## src/design/lfpe_pkg.sv

```systemverilog
// Shared types, codes and constants of the LED string frame pulse encoder.
package lfpe_pkg;

  // Frame layout and strand count
  localparam int NUM_STRANDS  = 8;
  localparam int STRAND_W     = 3;
  localparam int ADDR_W       = 6;
  localparam int INTEN_W      = 8;
  localparam int COLOR_W      = 12;
  localparam int FRAME_BITS   = ADDR_W + INTEN_W + COLOR_W;
  localparam int BITS_LEFT_W  = 5;
  localparam int TICK_W       = 8;

  // Stream widths
  localparam int S_TDATA_W = 32;
  localparam int M_TDATA_W = 8;
  localparam int CFG_IDX_W = 3;

  // Command codes carried in s_tuser
  localparam logic CMD_LOAD = 1'b0;
  localparam logic CMD_TICK = 1'b1;

  // Timing register indexes
  localparam logic [CFG_IDX_W-1:0] REG_START_HIGH = 3'd0;
  localparam logic [CFG_IDX_W-1:0] REG_ONE_LOW    = 3'd1;
  localparam logic [CFG_IDX_W-1:0] REG_ONE_HIGH   = 3'd2;
  localparam logic [CFG_IDX_W-1:0] REG_ZERO_LOW   = 3'd3;
  localparam logic [CFG_IDX_W-1:0] REG_ZERO_HIGH  = 3'd4;
  localparam logic [CFG_IDX_W-1:0] REG_END_LOW    = 3'd5;

  // Phase codes of the waveform sequencer
  localparam int PHASE_W = 3;
  localparam logic [PHASE_W-1:0] PH_IDLE     = 3'd0;
  localparam logic [PHASE_W-1:0] PH_START    = 3'd1;
  localparam logic [PHASE_W-1:0] PH_BIT_LOW  = 3'd2;
  localparam logic [PHASE_W-1:0] PH_BIT_HIGH = 3'd3;
  localparam logic [PHASE_W-1:0] PH_END      = 3'd4;

  // Pulse timing, in ticks
  typedef struct packed {
    logic [TICK_W-1:0] start_high;
    logic [TICK_W-1:0] one_low;
    logic [TICK_W-1:0] one_high;
    logic [TICK_W-1:0] zero_low;
    logic [TICK_W-1:0] zero_high;
    logic [TICK_W-1:0] end_low;
  } timing_t;

  // Result of one item
  typedef struct packed {
    logic                frame_done;
    logic                load_rejected;
    logic                busy_res;
    logic [STRAND_W-1:0] strand_select;
    logic                line_level;
  } result_t;

endpackage

```

## src/design/led_string_frame_pulse_encoder.sv

```systemverilog
// Top level of the LED string frame pulse encoder: timing registers, stream ports.
// Takes one item per clock: a load (tuser 0) latches a 26-bit frame of address,
// intensity and color while idle; a tick (tuser 1) advances the wire waveform by
// one tick: start pulse high, each bit as low then high time, then a closing low
// gap. Every item yields exactly one result item, registered in the cycle after
// the item is taken; the input stalls only while that output register is full and
// not being taken. Timing registers are written on the config channel, which
// is always ready, and should change only while no frame is being sent.
module led_string_frame_pulse_encoder (
  input  logic                           clk,
  input  logic                           rst,
  input  logic                           s_tvalid,
  output logic                           s_tready,
  // [2:0] strand, [8:3] bulb_address, [16:9] intensity, [28:17] color
  input  logic [lfpe_pkg::S_TDATA_W-1:0] s_tdata,
  // [0] command
  input  logic [0:0]                     s_tuser,
  output logic                           m_tvalid,
  input  logic                           m_tready,
  // [0] line_level, [3:1] strand_select, [4] busy_res, [5] load_rejected,
  // [6] frame_done
  output logic [lfpe_pkg::M_TDATA_W-1:0] m_tdata,
  input  logic                           cfg_valid,
  output logic                           cfg_ready,
  input  logic [lfpe_pkg::CFG_IDX_W-1:0] cfg_index,
  input  logic [lfpe_pkg::TICK_W-1:0]    cfg_data
);
  import lfpe_pkg::*;

  localparam int ADDR_LO  = STRAND_W;
  localparam int INTEN_LO = ADDR_LO + ADDR_W;
  localparam int COLOR_LO = INTEN_LO + INTEN_W;

  timing_t timing;
  result_t res;
  logic    in_accept;

  // Accept while the output register is empty or being drained
  assign s_tready  = !m_tvalid || m_tready;
  assign in_accept = s_tvalid && s_tready;
  assign cfg_ready = 1'b1;

  // Timing registers
  always_ff @(posedge clk) begin
    if (rst) begin
      timing.start_high <= TICK_W'(10);
      timing.one_low    <= TICK_W'(20);
      timing.one_high   <= TICK_W'(8);
      timing.zero_low   <= TICK_W'(10);
      timing.zero_high  <= TICK_W'(20);
      timing.end_low    <= TICK_W'(30);
    end else if (cfg_valid && cfg_ready) begin
      unique case (cfg_index)
        REG_START_HIGH: timing.start_high <= cfg_data;
        REG_ONE_LOW:    timing.one_low    <= cfg_data;
        REG_ONE_HIGH:   timing.one_high   <= cfg_data;
        REG_ZERO_LOW:   timing.zero_low   <= cfg_data;
        REG_ZERO_HIGH:  timing.zero_high  <= cfg_data;
        REG_END_LOW:    timing.end_low    <= cfg_data;
        default: ;
      endcase
    end
  end

  lfpe_seq u_seq (
    .clk          (clk),
    .rst          (rst),
    .step         (in_accept),
    .command      (s_tuser[0]),
    .strand       (s_tdata[ADDR_LO-1:0]),
    .bulb_address (s_tdata[INTEN_LO-1:ADDR_LO]),
    .intensity    (s_tdata[COLOR_LO-1:INTEN_LO]),
    .color        (s_tdata[FRAME_BITS+STRAND_W-1:COLOR_LO]),
    .timing       (timing),
    .res          (res)
  );

  // Output register: load on accept, drop when taken
  always_ff @(posedge clk) begin
    if (rst) begin
      m_tvalid <= 1'b0;
    end else if (in_accept) begin
      m_tvalid <= 1'b1;
    end else if (m_tready) begin
      m_tvalid <= 1'b0;
    end
  end

  always_ff @(posedge clk) begin
    if (in_accept) begin
      m_tdata <= M_TDATA_W'(res);
    end
  end

endmodule

```

## src/design/lfpe_seq.sv

```systemverilog
// Waveform sequencer: frame shift register, phase, bit and tick counters.
module lfpe_seq (
  input  logic                          clk,
  input  logic                          rst,
  input  logic                          step,
  input  logic                          command,
  input  logic [lfpe_pkg::STRAND_W-1:0] strand,
  input  logic [lfpe_pkg::ADDR_W-1:0]   bulb_address,
  input  logic [lfpe_pkg::INTEN_W-1:0]  intensity,
  input  logic [lfpe_pkg::COLOR_W-1:0]  color,
  input  lfpe_pkg::timing_t             timing,
  output lfpe_pkg::result_t             res
);
  import lfpe_pkg::*;

  logic [PHASE_W-1:0]     phase, phase_next, phase_cur;
  logic [FRAME_BITS-1:0]  frame_shift, frame_shift_next;
  logic [BITS_LEFT_W-1:0] bits_left, bits_left_next, bits_dec;
  logic [TICK_W-1:0]      tick_count, tick_count_next, tick_inc, phase_len;
  logic [STRAND_W-1:0]    strand_reg, strand_reg_next;
  logic                   bit_one, strand_bad, rejected, done;

  // Treat unused phase codes as idle
  assign phase_cur  = (phase > PH_END) ? PH_IDLE : phase;
  assign bit_one    = frame_shift[FRAME_BITS-1];
  assign tick_inc   = tick_count + TICK_W'(1);
  assign bits_dec   = bits_left - BITS_LEFT_W'(1);
  assign strand_bad = {1'b0, strand} >= (STRAND_W+1)'(NUM_STRANDS);

  // Length of the current phase
  always_comb begin
    unique case (phase_cur)
      PH_START:    phase_len = timing.start_high;
      PH_BIT_LOW:  phase_len = bit_one ? timing.one_low : timing.zero_low;
      PH_BIT_HIGH: phase_len = bit_one ? timing.one_high : timing.zero_high;
      PH_END:      phase_len = timing.end_low;
      default:     phase_len = TICK_W'(1);
    endcase
  end

  // Next state for this item
  always_comb begin
    phase_next       = phase_cur;
    frame_shift_next = frame_shift;
    bits_left_next   = bits_left;
    tick_count_next  = tick_count;
    strand_reg_next  = strand_reg;
    rejected         = 1'b0;
    done             = 1'b0;
    if (command == CMD_LOAD) begin
      if (phase_cur != PH_IDLE || strand_bad) begin
        rejected = 1'b1;
      end else begin
        frame_shift_next = {bulb_address, intensity, color};
        bits_left_next   = BITS_LEFT_W'(FRAME_BITS);
        tick_count_next  = '0;
        strand_reg_next  = strand;
        phase_next       = PH_START;
      end
    end else if (phase_cur != PH_IDLE) begin
      if (tick_inc >= phase_len) begin
        tick_count_next = '0;
        unique case (phase_cur)
          PH_START:   phase_next = PH_BIT_LOW;
          PH_BIT_LOW: phase_next = PH_BIT_HIGH;
          PH_BIT_HIGH: begin
            frame_shift_next = {frame_shift[FRAME_BITS-2:0], 1'b0};
            bits_left_next   = bits_dec;
            phase_next       = (bits_dec == '0) ? PH_END : PH_BIT_LOW;
          end
          default: begin
            phase_next = PH_IDLE;
            done       = 1'b1;
          end
        endcase
      end else begin
        tick_count_next = tick_inc;
      end
    end
  end

  // Result seen after this item
  always_comb begin
    res.line_level    = (phase_next == PH_START) || (phase_next == PH_BIT_HIGH);
    res.strand_select = strand_reg_next;
    res.busy_res      = phase_next != PH_IDLE;
    res.load_rejected = rejected;
    res.frame_done    = done;
  end

  // Advance state on each accepted item
  always_ff @(posedge clk) begin
    if (rst) begin
      phase       <= PH_IDLE;
      frame_shift <= '0;
      bits_left   <= '0;
      tick_count  <= '0;
      strand_reg  <= '0;
    end else if (step) begin
      phase       <= phase_next;
      frame_shift <= frame_shift_next;
      bits_left   <= bits_left_next;
      tick_count  <= tick_count_next;
      strand_reg  <= strand_reg_next;
    end
  end

endmodule

```

## config.mk

```make
export PLATFORM = sky130hd
export DESIGN_NAME = led_string_frame_pulse_encoder
export DESIGN_NICKNAME = d
export VERILOG_FILES = /design/src/design/lfpe_pkg.sv /design/src/design/led_string_frame_pulse_encoder.sv /design/src/design/lfpe_seq.sv
export SDC_FILE = /design/constraint.sdc
export NUM_CORES = 1
export LEC_CHECK = 0
export ABC_AREA = 1
export BUFFER_PORTS_ARGS = -buffer_cell sky130_fd_sc_hd__buf_2
export CORE_MARGIN = 5
export CORE_UTILIZATION = 51
export DETAILED_ROUTE_END_ITERATION = 6
export HOLD_SLACK_MARGIN = 0.1
export PLACE_DENSITY = 0.71
export SYNTH_ARGS = -nofsm -noshare
export SYNTH_HDL_FRONTEND = slang
export SYNTH_HIERARCHICAL = 1
export SYNTH_SLANG_ARGS = --single-unit
```

## constraint.sdc

```tcl
create_clock -name clk -period 5.7 [get_ports clk]
set_input_delay 0.855 -clock clk [delete_from_list [all_inputs] [get_ports clk]]
set_output_delay 0.855 -clock clk [all_outputs]
set_load 0.05 [all_outputs]
```

=== After elaboration in Yosys (flattened, before gate mapping) ===
Index checks and enable logic that the tools add are counted.

* Input port bits: 49
* Output and inout bits: 11
* Flip-flop bits (word level): 101

* $lt $le $gt $ge: 2
* Add/sub/neg operators: 2
* Muxes and demuxes: 30
* Equality and inequality tests: 15
* Reduce and logical (&&, ||, !) cells: 19

{| class="wikitable"
|+ Operator list
! cell !! number
|-
| 26-bit 2-to-1 mux || 5
|-
| 8-bit 2-to-1 mux || 6
|-
| 8-bit one-hot mux with 4 select lines || 1
|-
| 5-bit 2-to-1 mux || 5
|-
| 3-bit 2-to-1 mux || 8
|-
| 3-bit by 2-bit equality test with 1-bit output, second input constant || 5
|-
| 2-bit AND reduction || 6
|-
| 3-bit by 1-bit equality test with 1-bit output, second input constant || 3
|-
| 3-bit equality test, second input constant || 3
|-
| 3-bit one-hot mux with 3 select lines || 1
|-
| 8-bit by 1-bit adder with 8-bit output, second input constant || 1
|-
| 8-bit >= comparator || 1
|-
| 2-bit inequality test, second input constant || 3
|-
| 3-bit AND reduction || 2
|-
| 3-bit nonzero test || 2
|-
| 5-bit zero test || 1
|-
| 5-bit AND reduction || 1
|-
| 5-bit by 1-bit subtractor with 5-bit output, second input constant || 1
|-
| 1-bit 2-to-1 mux || 4
|-
| 3-bit greater-than comparator, second input constant || 1
|-
| 3-bit zero test || 1
|-
| 3-bit OR reduction || 1
|-
| 1-bit logical OR || 2
|-
| 2-bit by 1-bit inequality test with 1-bit output, second input constant || 1
|-
| other kinds (3) || 3
|}

=== Longest topological paths before layout ===
Gate-level depths: netlist (run 1).

* Word-level depth: 10
* Depth in mapped cells: 21

=== By module ===
Netlist (run 1), hierarchy kept.

{| class="wikitable"
|+ Modules (own cells, without submodules)
! module !! area each (um^2) !! times used !! sequential area each (um^2) !! cells each
|-
| lfpe_seq || 3,044.2 || 1 || 900.9 || 511
|-
| led_string_frame_pulse_encoder || 2,168.3 || 1 || 1,191.1 || 292
|}

=== Least setup slack after synthesis (run 1) ===
OpenSTA, ideal clock, no wires.

* Path type: reg-to-reg
* From: reg u_seq.phase[2]
* To: reg m_tdata[4] (netlist bit) (data pin)
* Data required time: 5,446 ps
* Path slack: 2,999 ps
* Setup time: 254 ps
* Buffers on the path: 0
* Stages on the path, launching flop included: 18
* Arrival: 2,447 ps
* Period minus slack after synthesis: 2,701 ps
* Path through: dfxtp_1 inv_1 nand2_1 nor2_1 inv_1 a21oi_1 or2_2 a221oi_1 ha_1 a21o_1 nor2_2 nand3_1 nand2_1 nand2_1 nand2_1 nand2_1 nor2_1 nand2_1

{| class="wikitable"
|+ RTL lines
! element !! line !! text
|-
| start, declared || lfpe_seq.sv:16 || <nowiki>logic [PHASE_W-1:0] phase, phase_next, phase_cur;</nowiki>
|-
| start signal, assigned || lfpe_seq.sv:100 || <nowiki>phase <= phase_next;</nowiki>
|-
| end signal, assigned || led_string_frame_pulse_encoder.sv:91 || <nowiki>m_tdata <= M_TDATA_W'(res);</nowiki>
|-
| end, declared || led_string_frame_pulse_encoder.sv:22 || <nowiki>output logic [lfpe_pkg::M_TDATA_W-1:0] m_tdata,</nowiki>
|}

=== Worst setup path after layout (run 1) ===
* From: reg u_seq.frame_shift[25]
* To: reg u_seq.frame_shift[0]

* Word-level cells in the longest chain between the ends: 5

{| class="wikitable"
|+ RTL lines
! element !! line !! text
|-
| start, declared || lfpe_seq.sv:17 || <nowiki>logic [FRAME_BITS-1:0] frame_shift, frame_shift_next;</nowiki>
|-
| start signal, assigned || lfpe_seq.sv:101 || <nowiki>frame_shift <= frame_shift_next;</nowiki>
|-
| 8-bit 2-to-1 mux, on equally long branches || lfpe_seq.sv:35, lfpe_seq.sv:34 ||
|-
| 8-bit one-hot mux with 4 select lines * || lfpe_seq.sv:32 || <nowiki>unique case (phase_cur)</nowiki>
|-
| 8-bit >= comparator * || lfpe_seq.sv:61 || <nowiki>if (tick_inc >= phase_len) begin</nowiki>
|-
| 2-bit inequality test (no source line) * || -- ||
|-
| 5-bit AND reduction (no source line) * || -- ||
|}

Every way passes the cells marked *; elsewhere a longest branch is shown, timed or not.
A chain may end at the register's enable or synchronous reset.

==> metrics.cfg, run 1 <==
[clock_tree]
cts_hold_repair.buffers = 0
root_buffer = clkbuf_8
clock_latency_ps = 360
cts_sinks = 101
cts_resized = 0
h-tree-depth = 3
cts_buffer_depth = 2
cts_tree = yes
post-cts-setup-buffer-count = 0
clk_pin_slew_ps = 90
numCtsBuffers = 9

[floorplanning]
row_count = 37
pin_count = 60
initial_core_util_pct = 51.41
die_width_microns = 111.1
dieArea_sq_um = 12340
core-area_sq_um = 10140
die_height_microns = 111.1

[synthesis]
synthMuxAreaShare_pct = 0
synth_top_area_share_pct = 36.10
synth_simple_gate_area_share_pct = 37.45
yosysUniqueCellTypes = 34
synth_compound_area_share_pct = 8.569
synth_fa_ha_area_share_pct = 2.880
synth_nets = 864
avgSynthCellArea_sq_um = 6.491
synth_area_leader_cell = dfxtp_1
syn-cell-area_sq_um = 5212
synthTopCellsByArea = dfxtp_1, nand2_1, nor2_1, inv_1, nand3_1
ys_warn_count = 6
ys_seq_area_share_pct = 40.13
syn_inst = 803
synth_top_family_by_area = simple AND/OR/NAND/NOR gates
ys_seq_elements = 101
yosys.area_share.xor_xnor_pct = 1.176

[worst_setup_path]
critical_path_class = reg2reg
cp-end-kind = register
worstPathArrival_ps = 4490
worstPathMaxFanout = 58
critPathLaunchType = register
critPathRequiredTime_ps = 5950

[pwr]
worst_ir_drop_vdd_mv = 0.1236
intPower_mw = 1.044
swShare_pct = 32.48
combPwrFrac_pct = 21.9
p_leak_nw = 2.828
p_clk_share_pct = 27.1
switchingPower_uw = 502.3
p_seq_share_pct = 51.1
power_density_nw_per_um2 = 272.2

[placed_design]
portBuffers = 54
dpl.hpwl_mm = 8.266
place.gp.congestion = 0.8324
placed_cell_area_sq_um = 5507
dpl_worst_slack_ps = 1559

[run]
maxCapViolations = 0

[cells_and_area]
largest_reg_flops = 48
reg_top3 = timing x48, u_seq/frame_shift x26, u_seq/tick_count x8
n_antenna_cell = 0
fin_area_sq_um = 5682
syn_to_final_growth_pct = 9.001
final_util_pct = 56.04
final_common_cell = nand2_1
final_layout_size_suffix_gt1_share_pct = 10.55
final_nets = 900
largest-register = timing
layout_common_cells = nand2_1, nor2_1, dfxtp_1
fillCellCount = 1015

[detailed_routing]
vias_per_cell = 5.001
num_vias = 4901
ant_nets = 0
wl_per_cell_microns = 12.31
drc = 0
first_pass_iters = 6
wirelength_mm = 12.06
drt_first_iter_violations = 375

[timing]
hold_viol = 0
final.setup.tns_ps = 0
finalClockSkew_ps = 15.51
rsz0062_at_grt = no
worst_pin_slew_ps = 1064
period_needed_ps = 4238
fin_crit_sh_pct = 74.35
setup_slack_ps = 1462
finalSetupViolCount = 0
hold_slack_ps = 469.8
slew_violations = 0
max_freq_mhz = 236.0
max_slew_margin_pct = 28.79

[hold_path]
worstHoldPathType = reg2reg

[global_route]
grt_overflow_total = 0
antenna_found_initial = 0
grt_pass1_wl_mm = 20.36
grt_max_degree = 59
grt_usage_pct = 19.47
grt_pass1_vias = 4513

[outcome]
outcome = complete, no violations

==> through the flow <==
stage	total power, mW	cells
6_report	1.546	980
5_1_grt	1.647	980
4_1_cts	1.559	980
3_5_place_dp	1.142	964
3_3_place_gp	1.128	964
2_1_floorplan	1.067	803
==> worst max-delay path, cell delays in order, from the launching register on <==
cell and delay, ps:
dfxtp_1 800, clkinv_1 720, nand2_1 200, a21oi_1 100, or2_2 330, a221oi_1 240, ha_1 300, a21o_1 200
nor2_2 260, nand4_4 160, nand3_2 90, buf_4 460, nand2_1 110, nand2_1 80, nor2_1 60
==> Yosys cell counts (all sizes together) <==
master   number
a21oi        39
a221oi        3
inv          82
buf          23
a22oi         3
nor3          2
or2           3
ha           12
conb          2
nor2        159
o21ai        32
a211o         3
xnor2         1
a21o          1
a2111oi       1
xor2          6
clkinv        1
edfxtp        7
nand3        59
dfxtp        94
clkbuf       12
nand2       250
nand4         8
==> final cells by class <==
class | count | area [sq um] | share of cell area (%)
multi-input combinational | 584 | 2618 | 46.07
sequential | 101 | 2092 | 36.82
timing repair buffer | 60 | 315.3 | 5.549
inverter | 83 | 311.5 | 5.483
tap | 136 | 170.2 | 2.995
clock buffer | 11 | 141.4 | 2.488
clock inverter | 5 | 33.78 | 0.5946
==> cells by family after synthesis <==
kind of cell             after synthesis
flip-flops                           101
other                                  2
AO/OA/AOI/OAI                         82
adder cells (fa/ha/maj)               12
XOR/XNOR                               7
AND/OR/NAND/NOR                      481
buffers and inverters                118
==> metal layers <==
layer	track usage (%)	routed length, microns
met5	0	0
met2	32.93	5729
met1	24.86	5502
met4	6.164	112
met3	4.203	719
==> worst paths after layout <==
check | startpoint | end | slack, ps | depth (start not counted)
max | u_seq/frame_shift[25] | u_seq/frame_shift[0] | 1460 | 14
min | timing[17] | timing[17] | 470 | 2
max reg2reg | u_seq/frame_shift[25] | u_seq/frame_shift[0] | 1460 | 14
min reg2reg | timing[17] | timing[17] | 470 | 2
==> power groups by stage <==
stage	Combinational [mW]	Clock, mW	Sequential, mW
final	0.338	0.419	0.790
after global routing	0.389	0.463	0.795
after CTS	0.338	0.431	0.790
after detailed placement	0.336	0	0.806
after global placement	0.324	0	0.804
after floorplan	0.249	0	0.818
Power figures use the tool's default switching activity.
==> run 2, diff against run 1 <==
--- a/config.mk
+++ b/config.mk
@@ -11,7 +11,7 @@
 export CORE_UTILIZATION = 51
 export DETAILED_ROUTE_END_ITERATION = 6
 export HOLD_SLACK_MARGIN = 0.1
-export PLACE_DENSITY = 0.71
+export PLACE_DENSITY = 0.74
 export SYNTH_ARGS = -nofsm -noshare
 export SYNTH_HDL_FRONTEND = slang
 export SYNTH_HIERARCHICAL = 1
==> constraint.sdc (replaced) <==
create_clock -name clk -period 3.72 [get_ports clk]
set_input_delay 0.558 -clock clk [delete_from_list [all_inputs] [get_ports clk]]
set_output_delay 0.558 -clock clk [all_outputs]
set_load 0.05 [all_outputs]
==> metrics.cfg, run 2 (synthesized netlist as in run 1, its figures left out) <==
[detailed_routing]
ant_nets = 0  ; unchanged
first_pass_iters = 6  ; unchanged
drt_first_iter_violations = 408  ; +8.8%
drc = 0  ; unchanged
wirelength_mm = 12.08  ; +0.12%
vias_per_cell = 5.090  ; +1.8%
wl_per_cell_microns = 12.32  ; +0.12%
num_vias = 4988  ; +1.8%

[clock_tree]
cts_hold_repair.buffers = 0  ; unchanged
cts_tree = yes
cts_sinks = 101  ; unchanged
root_buffer = clkbuf_8
cts_buffer_depth = 2  ; unchanged
clk_pin_slew_ps = 90  ; about the same
clock_latency_ps = 370  ; about the same
h-tree-depth = 3  ; unchanged
cts_resized = 0  ; unchanged
post-cts-setup-buffer-count = 0  ; unchanged
numCtsBuffers = 9  ; unchanged

[global_route]
antenna_found_initial = 0  ; unchanged
grt_usage_pct = 19.52  ; +0.044 points
grt_overflow_total = 0  ; unchanged
grt_pass1_wl_mm = 20.29  ; -0.37%
grt_max_degree = 59  ; unchanged
grt_pass1_vias = 4496  ; -0.38%

[worst_setup_path]
cp_cell_sequence = clkinv_1, nand2_1, a21oi_1, or2_2, a221oi_1, ha_1, a21o_1, nor2_2, nand3_1, nor2_2, nand2_1, a21oi_1
worstPathMaxFanout = 17  ; -71%
r2r_cells = 12  ; -2
r2r-end = u_seq/tick_count[2]
worstPathArrival_ps = 3640  ; -850 ps
r2r_start = u_seq/frame_shift[25]
critical_path_class = reg2reg
critPathLaunchType = register
critPathRequiredTime_ps = 4030  ; -1920 ps
cp_slowest_cell = clkinv_1
cp-end-kind = register
rrSetupSlack_ps = 380  ; -1080 ps
cpPeakStageDelay_ps = 440  ; -360 ps

[timing]
finalClockSkew_ps = 10.03  ; -5.474 ps
period_needed_ps = 3338  ; -900.2 ps
hold_slack_ps = 437.2  ; -32.59 ps
slew_violations = 0  ; unchanged
final.setup.tns_ps = 0  ; unchanged
worst_pin_slew_ps = 1133  ; +68.30 ps
finalSetupViolCount = 0  ; unchanged
max_freq_mhz = 299.6  ; +27%
fin_crit_sh_pct = 89.73  ; +15 points
rsz0062_at_grt = no
setup_slack_ps = 382.2  ; -1080 ps
hold_viol = 0  ; unchanged
max_slew_margin_pct = 24.22  ; -4.6 points

[floorplanning]
core-area_sq_um = 10140  ; unchanged
die_height_microns = 111.1  ; unchanged
row_count = 37  ; unchanged
initial_core_util_pct = 51.41  ; unchanged
dieArea_sq_um = 12340  ; unchanged
die_width_microns = 111.1  ; unchanged
pin_count = 60  ; unchanged

[run]
maxCapViolations = 0  ; unchanged

[pwr]
p_seq_share_pct = 48.0  ; -3.1 points
combPwrFrac_pct = 21.1  ; -0.8 points
switchingPower_uw = 766.5  ; +53%
p_leak_nw = 2.850  ; +0.79%
total_power_mw = 2.505  ; +62%
intPower_mw = 1.739  ; +67%
worst_ir_drop_vdd_mv = 0.2222  ; +80%
power_density_nw_per_um2 = 436.3  ; +60%
p_clk_share_pct = 30.9  ; +3.8 points
swShare_pct = 30.59  ; -1.9 points

[cells_and_area]
final_nets = 900  ; unchanged
reg_top3 = timing x48, u_seq/frame_shift x26, u_seq/tick_count x8
syn_to_final_growth_pct = 10.18
layout_common_cells = nand2_1, nor2_1, dfxtp_1
largest-register = timing
n_antenna_cell = 0  ; unchanged
largest_reg_flops = 48  ; unchanged
final_layout_size_suffix_gt1_share_pct = 10.55  ; unchanged
final_common_cell = nand2_1

[placed_design]
dpl_worst_slack_ps = 451.0  ; -1108 ps
portBuffers = 54  ; unchanged
place.gp.congestion = 0.8479  ; +1.9%
dpl.hpwl_mm = 8.208  ; -0.69%

[outcome]
outcome = complete, no violations

[hold_path]
hold_path_end = u_seq/frame_shift[0]
whs_path_depth = 3  ; +1
min_from = s_tdata[17]
worstHoldPathType = in2reg

==> run 2: cell types whose count changed in the layout (fill, tap and decap cells not counted) <==
cell / previous run / this run
clkinv_2: 2 / 0
buf_4: 6 / 5
inv_6: 1 / 0
clkinvlp_4: 0 / 1
bufinv_16: 0 / 2
buf_12: 0 / 1
==> run 2: power by group through the flow <==
stage	registers, mW	clock network (mW)	logic (mW)
global route	1.21	0.848	0.604
CTS	1.20	0.794	0.526
detailed placement	1.23	0	0.522
floorplan	1.25	0	0.381
finish	1.20	0.774	0.529
global placement	1.22	0	0.506
==> run 2: worst max-delay path by stage <==
| stage | start | endpoint | slack (ps) | cells past startpoint |
|---|---|---|---|---|
| global route | u_seq/frame_shift[25] | m_tdata[4] | 120 | 14 |
| detailed placement | u_seq/frame_shift[25] | u_seq/tick_count[2] | 450 | 12 |
| CTS | u_seq/frame_shift[25] | u_seq/tick_count[4] | 420 | 12 |
| floorplan | u_seq/phase[2] | m_tdata[4] | 1020 | 17 |
| finish | u_seq/frame_shift[25] | u_seq/tick_count[2] | 380 | 12 |
| global placement | u_seq/frame_shift[25] | m_tdata[4] | 550 | 15 |
==> run 2: final cells by class <==
cell class,instances,area [sq um]
fill,999,4395
multi-input combinational,584,2618
sequential,101,2092
timing repair buffer,60,327.8
inverter,83,311.5
tap,136,170.2
clock buffer,11,141.4
clock inverter,5,82.58
==> run 2: worst max-delay path, delay by kind of cell (launching register included) <==
| family | cells | cell delay (ps) |
|---|---|---|
| compound gates | 4 | 660 |
| buf+inv | 1 | 440 |
| simple gates | 6 | 1500 |
| flops | 1 | 340 |
| fa+ha+maj | 1 | 300 |
==> run 2: metrics by stage <==
stage          cells  area, sq um  utilization, %
6_report         980         5743           56.65
2_1_floorplan    803         5213               -
5_1_grt          980         5743           56.65
3_3_place_gp     964         5519           54.44
4_1_cts          980         5743           56.65
3_5_place_dp     964         5519           54.44
==> run 2: routing by layer <==
layer / vias to the layer above / wire (microns) / part of all wire, % / GRT usage [%]
li1: 2561 / - / - / -
met1: 2255 / 5313 / 44 / 24.15
met2: 158 / 5756 / 48 / 34.10
met3: 14 / 867 / 7.2 / 4.367
met4: 0 / 141 / 1.2 / 5.515
met5: - / 0 / 0 / 0
==> run 3, diff against run 2 <==
--- a/config.mk
+++ b/config.mk
@@ -8,10 +8,10 @@
 export ABC_AREA = 1
 export BUFFER_PORTS_ARGS = -buffer_cell sky130_fd_sc_hd__buf_2
 export CORE_MARGIN = 5
-export CORE_UTILIZATION = 51
+export CORE_UTILIZATION = 45
 export DETAILED_ROUTE_END_ITERATION = 6
 export HOLD_SLACK_MARGIN = 0.1
-export PLACE_DENSITY = 0.74
+export PLACE_DENSITY = 0.67
 export SYNTH_ARGS = -nofsm -noshare
 export SYNTH_HDL_FRONTEND = slang
 export SYNTH_HIERARCHICAL = 1
==> metrics.cfg, run 3 (synthesized netlist as in run 1, its figures left out) <==
[clock_tree]
numCtsBuffers = 9  ; unchanged
cts_hold_repair.buffers = 0  ; unchanged
cts_sinks = 101  ; unchanged
clock_latency_ps = 350  ; -20 ps
root_buffer = clkbuf_16
cts_resized = 0  ; unchanged
clk_pin_slew_ps = 70  ; -20 ps
h-tree-depth = 3  ; unchanged
post-cts-setup-buffer-count = 0  ; unchanged
cts_buffer_depth = 2  ; unchanged
cts_tree = yes

[cells_and_area]
final_nets = 905  ; +0.56%
final_common_cell = nand2_1
final_util_pct = 51.58  ; -5.1 points
syn_to_final_growth_pct = 12.51
final_layout_size_suffix_gt1_share_pct = 11.07  ; +0.53 points
reg_top3 = timing x48, u_seq/frame_shift x26, u_seq/tick_count x8
final_cells = 992  ; +1.2%
n_antenna_cell = 0  ; unchanged
largest-register = timing
largest_reg_flops = 48  ; unchanged
layout_common_cells = nand2_1, nor2_1, dfxtp_1

[detailed_routing]
wl_per_cell_microns = 11.79  ; -4.3%
ant_nets = 0  ; unchanged
num_vias = 4741  ; -5.0%
first_pass_iters = 4  ; -2
vias_per_cell = 4.779  ; -6.1%
wirelength_mm = 11.70  ; -3.1%
drt_first_iter_violations = 379  ; -7.1%
drc = 0  ; unchanged

[floorplanning]
dieArea_sq_um = 13840  ; +12%
core-area_sq_um = 11370  ; +12%
pin_count = 60  ; unchanged
row_count = 39  ; +5.4%
die_height_microns = 117.6  ; +5.9%
die_width_microns = 117.6  ; +5.9%
initial_core_util_pct = 45.85  ; -5.6 points

[timing]
slew_violations = 0  ; unchanged
final.setup.tns_ps = 0  ; unchanged
max_freq_mhz = 319.4  ; +6.6%
worst_pin_slew_ps = 991.3  ; -141.3 ps
hold_viol = 0  ; unchanged
fin_crit_sh_pct = 84.15  ; -5.6 points
finalSetupViolCount = 0  ; unchanged
max_slew_margin_pct = 33.67  ; +9.5 points
period_needed_ps = 3131  ; -207.3 ps
rsz0062_at_grt = no
finalClockSkew_ps = 9.260  ; -0.7740 ps

[global_route]
grt_max_degree = 59  ; unchanged
grt_pass1_wl_mm = 20.61  ; +1.6%
grt_pass1_vias = 4442  ; -1.2%
antenna_found_initial = 0  ; unchanged
grt_usage_pct = 17.53  ; -2.0 points
grt_overflow_total = 0  ; unchanged

[worst_setup_path]
worstPathMaxFanout = 8  ; -9
path_common_cell = nand2_1
cp-end-kind = register
cp_cell_sequence = inv_1, nand2_1, nor2_1, inv_1, a21oi_1, or2_2, a221oi_1, ha_1, nand2_1, nor2_1, nand4_1, nand3_1, nand2_1, nand3_1, nand2_1, nor2_1, nand2_1
critPathRequiredTime_ps = 3820  ; -210 ps
critical_path_class = reg2reg
cpPeakStageDelay_ps = 320  ; -120 ps
cp_slowest_cell = dfxtp_1
critPathLaunchType = register
worstPathArrival_ps = 3230  ; -410 ps

[pwr]
power_density_nw_per_um2 = 453.7  ; +4.0%
p_leak_nw = 2.905  ; +1.9%
total_power_mw = 2.661  ; +6.2%
worst_ir_drop_vdd_mv = 0.3175  ; +43%

[hold_path]
worstHoldPathType = in2reg

[run]
maxCapViolations = 0  ; unchanged

[placed_design]
portBuffers = 54  ; unchanged
dpl.hpwl_mm = 8.057  ; -1.8%
dp.cells = 976  ; +1.2%
place.gp.congestion = 0.8392  ; -1.0%

[outcome]
outcome = complete, no violations

-- run 3: worst max-delay path, delay by kind of cell, from the launching register on --
family / cells / cell delay [ps]
compound gates: 2 / 380
fa+ha+maj: 1 / 180
buf+inv: 2 / 370
flops: 1 / 320
simple gates: 12 / 1620
-- run 3: routing by layer --
layer / share of wire, % / routed length, microns / GRT usage [%] / vias to the layer above
met4: 1.7 / 198 / 5.950 / 0
li1: - / - / - / 2577
met1: 49 / 5730 / 23.36 / 2066
met5: 0 / 0 / 0 / -
met3: 5.0 / 589 / 3.556 / 14
met2: 44 / 5179 / 28.32 / 84
-- run 3: path summary, 6_finish.rpt --
check / from / end / slack (ps) / cells past startpoint
setup / recovery: u_seq/phase[2] / m_tdata[4] / 590 / 17
hold / removal: cfg_data[2] / timing[34] / 450 / 3
setup reg to reg: u_seq/phase[2] / m_tdata[4] / 590 / 17
hold reg to reg: timing[19] / timing[19] / 470 / 2
-- run 3: cell type report --
| type | instances | area, sq um |
|---|---|---|
| multi-input cells | 584 | 2618 |
| clock buffers | 14 | 284.0 |
| well taps | 143 | 178.9 |
| inverters | 83 | 311.5 |
| fillers | 1190 | 5505 |
| repair buffers | 65 | 365.4 |
| flip-flops and latches | 101 | 2092 |
| clock inverters | 2 | 15.01 |
-- run 3: power by group --
part           switching [mW]  internal [mW]
registers              0.0286           1.17
clock network           0.402          0.528
logic                   0.356          0.172
total                   0.787           1.87
-- run 3: metrics by stage --
stage          hold WS, ps  setup slack [ps]  instance area [sq um]
6_report             451.8             589.5                   5864
5_1_grt              473.5             77.73                   5864
4_1_cts              442.9             561.3                   5864
3_5_place_dp         451.3             578.2                   5565
3_3_place_gp         446.6             577.9                   5565
2_1_floorplan        428.9              1019                   5213
